$ cat config.mk
export PLATFORM = sky130hd
export DESIGN_NAME = slice_index_normalizer_core
export DESIGN_NICKNAME = d
export VERILOG_FILES = /design/src/hdl/sin_pkg.sv /design/src/hdl/slice_index_normalizer_core.sv
export SDC_FILE = /design/constraint.sdc
export NUM_CORES = 2
export LEC_CHECK = 0
export BUFFER_PORTS_ARGS = -buffer_cell sky130_fd_sc_hd__buf_2
export CAP_MARGIN = 20
export CORE_MARGIN = 4
export CORE_UTILIZATION = 60
export DETAILED_ROUTE_END_ITERATION = 8
export PLACE_DENSITY = 0.79
export SLEW_MARGIN = 20
export SYNTH_ARGS = -nofsm -noshare
export SYNTH_HDL_FRONTEND = slang
export SYNTH_SLANG_ARGS = --single-unit
$ cat constraint.sdc
create_clock -name i_clk -period 17.3 [get_ports i_clk]
set_input_delay 2.595 -clock i_clk [delete_from_list [all_inputs] [get_ports i_clk]]
set_output_delay 2.595 -clock i_clk [all_outputs]
set_load 0.1 [all_outputs]
$ cat src/hdl/sin_pkg.sv
package sin_pkg;

    // result error codes
    localparam logic [1:0] ERR_NONE  = 2'd0;
    localparam logic [1:0] ERR_INDEX = 2'd1;
    localparam logic [1:0] ERR_RANGE = 2'd2;

    // open-ended range markers
    localparam logic [31:0] OPEN_START = 32'h8000_0000;
    localparam logic [31:0] OPEN_END   = 32'h7FFF_FFFF;

    // divider pipeline shape: quotient bits resolved per stage, and stage count
    localparam int BITS_PER_STAGE = 4;
    localparam int DIV_STAGES     = 8;

    // one transaction as it moves down the pipeline
    typedef struct packed {
        logic        valid;
        logic        remove;
        logic [1:0]  err;
        logic [30:0] first;
        logic [31:0] stride;
        logic [30:0] len;
        logic        need_div;
        logic [31:0] mag;
        logic [31:0] rem;
        logic [31:0] dvd;
        logic [31:0] quo;
    } t_pipe;

endpackage

$ cat src/hdl/slice_index_normalizer_core.sv
// Slice index normaliser: one axis descriptor per transaction.
// Input: an item is taken at a rising edge where start is high and busy is
// low. busy is held low, so a descriptor may be issued on every cycle.
// Output: each result sits on the o_ ports for one cycle with o_valid high.
// Path from the accepting edge to the cycle with o_valid:
//   the decode (bounds, span and step magnitude) is registered at the
//   accepting edge itself,
//   the stages of a pipelined restoring divider resolve 4 quotient bits each
//   (ceiling length = floor((span - 1) / |step|) + 1),
//   and an output register holds the result.
// Throughput: one descriptor per cycle, set by the fully pipelined divider.
// Reset: synchronous, active low; clears all valid bits, so no result
// emerges from items in flight. Payload registers are not reset.
// The receiver cannot stall: results are emitted unconditionally.
module slice_index_normalizer_core (
    input  logic        i_clk,
    input  logic        i_rst_n,
    input  logic        start,
    output logic        busy,
    input  logic        i_has_index,
    input  logic [31:0] i_range_start,
    input  logic [31:0] i_range_finish,
    input  logic [31:0] i_range_step,
    input  logic [30:0] i_axis_length,
    output logic        o_valid,
    output logic        o_drop_axis,
    output logic [30:0] o_first_index,
    output logic [31:0] o_index_stride,
    output logic [30:0] o_result_length,
    output logic [1:0]  o_error_code
);

    sin_pkg::t_pipe r_pipe [0:sin_pkg::DIV_STAGES];
    sin_pkg::t_pipe n_dec;

    assign busy = 1'b0;

    // decode: normalise start and finish, form span and step magnitude
    always_comb begin
        logic signed [33:0] n, s, e, st, en, size;
        logic               bad, pos;
        n    = $signed({3'b000, i_axis_length});
        s    = $signed({{2{i_range_start[31]}}, i_range_start});
        e    = $signed({{2{i_range_finish[31]}}, i_range_finish});
        st   = '0;
        en   = '0;
        size = '0;
        bad  = 1'b0;
        pos  = !i_range_step[31];
        n_dec          = '0;
        n_dec.valid    = start && !busy;
        n_dec.stride   = 32'd1;
        if (!i_has_index) begin
            n_dec.len = i_axis_length;
        end else if (i_range_step == 32'd0) begin
            n_dec.stride = 32'd0;
            if (s >= 0 && s < n) begin
                n_dec.remove = 1'b1;
                n_dec.first  = s[30:0];
                n_dec.len    = 31'd1;
            end else if (s < 0 && s >= -n) begin
                st           = s + n;
                n_dec.remove = 1'b1;
                n_dec.first  = st[30:0];
                n_dec.len    = 31'd1;
            end else begin
                n_dec.err = sin_pkg::ERR_INDEX;
            end
        end else begin
            // start bound
            if (s >= 0) begin
                if (s >= n) bad = 1'b1;
                else        st = s;
            end else if (s >= -n) begin
                st = s + n;
            end else if (i_range_start == sin_pkg::OPEN_START) begin
                st = pos ? 34'sd0 : n - 34'sd1;
            end else begin
                bad = 1'b1;
            end
            // finish bound
            if (e >= 0) begin
                if (pos ? (e <= n) : (e < n)) en = e;
                else if (i_range_finish == sin_pkg::OPEN_END) en = pos ? n : -34'sd1;
                else bad = 1'b1;
            end else if (e >= -n) begin
                en = e + n;
            end else begin
                bad = 1'b1;
            end
            size = pos ? (en - st) : (st - en);
            if (bad) begin
                n_dec.stride = 32'd0;
                n_dec.err    = sin_pkg::ERR_RANGE;
            end else if (size > 0) begin
                n_dec.need_div = 1'b1;
                n_dec.first    = st[30:0];
                n_dec.stride   = i_range_step;
                n_dec.mag      = pos ? i_range_step : (32'd0 - i_range_step);
                n_dec.dvd      = {1'b0, 31'(size - 34'sd1)};
            end
        end
    end

    always_ff @(posedge i_clk) begin
        if (!i_rst_n) r_pipe[0].valid <= 1'b0;
        else          r_pipe[0].valid <= n_dec.valid;
        {r_pipe[0].remove, r_pipe[0].err, r_pipe[0].first, r_pipe[0].stride,
         r_pipe[0].len, r_pipe[0].need_div, r_pipe[0].mag, r_pipe[0].rem,
         r_pipe[0].dvd, r_pipe[0].quo} <=
        {n_dec.remove, n_dec.err, n_dec.first, n_dec.stride, n_dec.len,
         n_dec.need_div, n_dec.mag, n_dec.rem, n_dec.dvd, n_dec.quo};
    end

    // divider stages: each resolves BITS_PER_STAGE quotient bits
    for (genvar g = 0; g < sin_pkg::DIV_STAGES; g++) begin : g_div
        sin_pkg::t_pipe n_stg;
        always_comb begin
            logic [32:0] trial;
            n_stg = r_pipe[g];
            for (int b = 0; b < sin_pkg::BITS_PER_STAGE; b++) begin
                trial     = {n_stg.rem, n_stg.dvd[31]};
                n_stg.dvd = {n_stg.dvd[30:0], 1'b0};
                if (trial >= {1'b0, n_stg.mag}) begin
                    n_stg.rem = 32'(trial - {1'b0, n_stg.mag});
                    n_stg.quo = {n_stg.quo[30:0], 1'b1};
                end else begin
                    n_stg.rem = trial[31:0];
                    n_stg.quo = {n_stg.quo[30:0], 1'b0};
                end
            end
        end
        always_ff @(posedge i_clk) begin
            if (!i_rst_n) r_pipe[g+1].valid <= 1'b0;
            else          r_pipe[g+1].valid <= n_stg.valid;
            {r_pipe[g+1].remove, r_pipe[g+1].err, r_pipe[g+1].first,
             r_pipe[g+1].stride, r_pipe[g+1].len, r_pipe[g+1].need_div,
             r_pipe[g+1].mag, r_pipe[g+1].rem, r_pipe[g+1].dvd, r_pipe[g+1].quo} <=
            {n_stg.remove, n_stg.err, n_stg.first, n_stg.stride, n_stg.len,
             n_stg.need_div, n_stg.mag, n_stg.rem, n_stg.dvd, n_stg.quo};
        end
    end

    // output register: ceiling length from floor quotient
    sin_pkg::t_pipe r_last;
    logic [31:0]    n_len;
    assign r_last = r_pipe[sin_pkg::DIV_STAGES];
    assign n_len  = r_last.quo + 32'd1;

    always_ff @(posedge i_clk) begin
        if (!i_rst_n) o_valid <= 1'b0;
        else          o_valid <= r_last.valid;
        o_drop_axis     <= r_last.remove;
        o_first_index   <= r_last.first;
        o_index_stride  <= r_last.stride;
        o_result_length <= r_last.need_div ? n_len[30:0] : r_last.len;
        o_error_code    <= r_last.err;
    end

`ifndef ASSERT_OFF
    a_err_clears: assert property (@(posedge i_clk) disable iff (!i_rst_n)
        o_valid && o_error_code != sin_pkg::ERR_NONE |->
        !o_drop_axis && o_result_length == 31'd0 && o_first_index == 31'd0)
        else $error("error result carries payload");
    a_remove_single: assert property (@(posedge i_clk) disable iff (!i_rst_n)
        o_valid && o_drop_axis |-> o_result_length == 31'd1 && o_index_stride == 32'd0)
        else $error("removed axis without single element");
    a_last_to_out: assert property (@(posedge i_clk) disable iff (!i_rst_n)
        r_last.valid |=> o_valid)
        else $error("divider output lost");
    a_div_nonzero: assert property (@(posedge i_clk) disable iff (!i_rst_n)
        r_pipe[0].valid && r_pipe[0].need_div |-> r_pipe[0].mag != 32'd0)
        else $error("division by zero step");
`endif

endmodule
==> impl_metrics.json <==
{
  "outcome": "completed",
  "finalHoldViolCount": 0,
  "synth_edf_count": 0,
  "grt_busiest_layer": "met2",
  "cp.arrival_ns": 16.81,
  "htree_levels": 4,
  "ys_warn_count": 0,
  "synth_ff_type": "dfxtp_1",
  "cp-end-kind": "register",
  "cts_max_path_buffers": 3,
  "finalCritPeriodShare": 0.926,
  "period_minus_slack_ns": 16.02,
  "coreArea_um2": 181000,
  "finalSetupViolations": 0,
  "max_slew_margin": 0.167,
  "cts_setup_buffers": 0,
  "skew_ns": 0.111,
  "totalWireLength_mm": 377,
  "critPathTopFamily": "compound AO/OA/AOI/OAI gates",
  "gp_congestion": 1.05,
  "crit_path_max_fanout": 37,
  "synth.distinct_cells": 121,
  "drt_first_pass_iters": 7,
  "design.die.area_um2": 189000,
  "synthArstFlopShare": 0,
  "fmax_mhz": 62.4,
  "area_delta_synth_final_pct": 8.76,
  "clk_latency_ns": 0.86,
  "cts_num_sinks": 1748,
  "avgViaCountPerCell": 6.44,
  "wl_per_cell_um": 24.9,
  "cts_resized": 0,
  "die_h_um": 435,
  "drcViolationCount": 0,
  "num_rows": 156,
  "max_stage_delay_ns": 0.77,
  "timing.max_cap.violations": 0,
  "cpMostUsedCell": "o21ai_0",
  "slowest_stage": "or4_1",
  "first_global_vias": 92800,
  "crit_buf_inv": 7,
  "antenna_left": 0,
  "fill_cells": 14700,
  "cts_buffers": 172,
  "slew_viol_final": 0,
  "yosysSeqAreaShare": 0.319,
  "rsz0062_at_grt": "false",
  "finalSetupTns_ns": 0,
  "syn-mean-instance-area_um2": 8.80,
  "io_pins": 230,
  "tightest_slew_ns": 1.25,
  "root_buffer": "clkbuf_16",
  "start_util": 0.605,
  "portBuffers": 228,
  "grt_util_met1": 0.489,
  "grt_first_pass_wirelength_mm": 557,
  "grt_max_degree": 64,
  "syn_inst": 12400,
  "synth-seq-cells": 1748,
  "antenna_found_initial": 41,
  "num_vias": 97600,
  "grt.overflow.total": 0,
  "drt_iter0_markers": 10800,
  "crit_required_ns": 18.08,
  "path_clk_slew_ns": 0.07,
  "fin_nets": 14000,
  "drive_gt1_frac": 0.0955,
  "grtUsageMet3": 0.0774,
  "cts_tree": "built",
  "cts_hold_buf": 0,
  "dp_hpwl_mm": 301,
  "synth_area_um2": 110000,
  "grtUsageTotal": 0.376,
  "critPathKind": "register to register",
  "grt_use_met2": 0.575,
  "dieWidth_um": 435,
  "hold_path.class": "register to register",
  "cp-start-kind": "register"
}
## worst paths after layout
kind | startpoint | end | slack (ns) | cells after the start
worst max-delay path | g_div[4].n_stg[97] | r_pipe[759] | 1.28 | 52
worst min-delay path | g_div[7].n_stg[132] | r_last[132] | 0.28 | 0
worst max register to register | g_div[4].n_stg[97] | r_pipe[759] | 1.28 | 52
worst min register to register | g_div[7].n_stg[132] | r_last[132] | 0.28 | 0
## synthesized netlist by cell type, types with 33 or more instances
| master | count | share of area |
|---|---|---|
| dfxtp_1 | 1748 | 0.32 |
| ha_1 | 1253 | 0.14 |
| a21oi_1 | 1172 | 0.054 |
| nor2_1 | 939 | 0.032 |
| inv_1 | 778 | 0.027 |
| nand2_1 | 684 | 0.023 |
| xnor2_1 | 654 | 0.052 |
| o21ai_0 | 632 | 0.029 |
| a21o_1 | 523 | 0.036 |
| mux2_2 | 426 | 0.044 |
| xor2_1 | 302 | 0.024 |
| nand4_1 | 228 | 0.013 |
| clkbuf_1 | 218 | 0.0075 |
| nand3_1 | 218 | 0.010 |
| nor3_1 | 214 | 0.0098 |
| nor2b_1 | 190 | 0.011 |
| o21a_1 | 179 | 0.012 |
| o21bai_1 | 160 | 0.011 |
| nand2b_1 | 153 | 0.0087 |
| a211oi_1 | 92 | 0.0063 |
| mux2i_1 | 92 | 0.0084 |
| a31oi_1 | 89 | 0.0051 |
| and3_1 | 87 | 0.0050 |
| and2_1 | 86 | 0.0049 |
| o31ai_1 | 79 | 0.0054 |
| nor4_1 | 78 | 0.0045 |
| or3_1 | 76 | 0.0043 |
| o22ai_1 | 74 | 0.0042 |
| o211ai_1 | 64 | 0.0044 |
| mux2_4 | 56 | 0.0077 |
| a22oi_1 | 55 | 0.0038 |
| a21boi_0 | 52 | 0.0036 |
| a221o_1 | 45 | 0.0041 |
| buf_2 | 44 | 0.0020 |
| or2_2 | 39 | 0.0022 |
| a211o_1 | 38 | 0.0030 |
| fa_1 | 34 | 0.0062 |
| o22a_1 | 34 | 0.0027 |
| a31o_2 | 33 | 0.0026 |
## registers in the layout (all words and copies together) (netlist names)
name             flops
o_first_index       31
r_last             130
o_result_length     31
o_index_stride      32
r_pipe             352
g_div.$4.trial       8
o_error_code         2
o_drop_axis          1
g_div.n_stg       1160
o_valid              1
## through the flow
step | setup WS [ns] | hold WS (ns) | utilization | std cells | cell area, µm²
detailed placement | 1.74 | 0.312 | 0.623 | 14800 | 113000
global route | 0.386 | 0.279 | 0.658 | 15200 | 119000
finish | 1.28 | 0.280 | 0.658 | 15200 | 119000
global placement | 1.61 | 0.310 | 0.623 | 14800 | 113000
floorplan | 4.86 | 0.310 | - | 12500 | 110000
CTS | 1.65 | 0.274 | 0.657 | 15100 | 119000
## area by class of cell
cell class	count	area, µm²	area share
multi-input cells	9609	70400	0.591
flip-flops and latches	1748	35000	0.294
clock buffers	224	4780	0.0401
inverters	791	2970	0.0249
well taps	2370	2970	0.0249
repair buffers	286	1600	0.0134
clock inverters	88	1320	0.0110
diodes	45	113	0.000945
## logic make-up (layout without fill, tap and decap cells)
logic type      Yosys count  in the layout  synth area share
compound gates         3657           3657             0.217
simple gates           3119           3119             0.138
flops                  1748           1748             0.319
fa+ha+maj              1287           1287             0.149
buf+inv                1102           1389            0.0398
xor+xnor                956            956            0.0764
mux                     574            574            0.0599
other cells               1             61         0.0000342
## cells in the final DEF (no fill, tap or decap), types with 78 or more instances in the layout
| master | synthesis | final |
|---|---|---|
| a21oi_1 | 1172 | 1170 |
| nor2_1 | 939 | 939 |
| a21o_1 | 523 | 523 |
| nand2b_1 | 153 | 153 |
| nand3_1 | 218 | 218 |
| clkbuf_16 | 0 | 172 |
| inv_1 | 778 | 777 |
| a211oi_1 | 92 | 92 |
| ha_1 | 1253 | 1253 |
| and3_1 | 87 | 87 |
| o21bai_1 | 160 | 160 |
| o21ai_0 | 632 | 632 |
| xnor2_1 | 654 | 654 |
| buf_2 | 44 | 228 |
| and2_1 | 86 | 86 |
| nor3_1 | 214 | 213 |
| o31ai_1 | 79 | 79 |
| dfxtp_1 | 1748 | 1747 |
| nor2b_1 | 190 | 190 |
| mux2i_1 | 92 | 91 |
| xor2_1 | 302 | 302 |
| mux2_2 | 426 | 426 |
| nand4_1 | 228 | 228 |
| a31oi_1 | 89 | 88 |
| o21a_1 | 179 | 179 |
| nand2_1 | 684 | 683 |
| nor4_1 | 78 | 78 |
## metal layers
metal	vias up	share of wire
li1	45200	-
met1	46200	0.41
met2	5074	0.43
met3	1112	0.096
met4	20	0.071
met5	-	0.00032
Power is left out: the tool's default activity adds up to more than one toggle a clock period on the data nets, which glitch-free logic cannot reach.
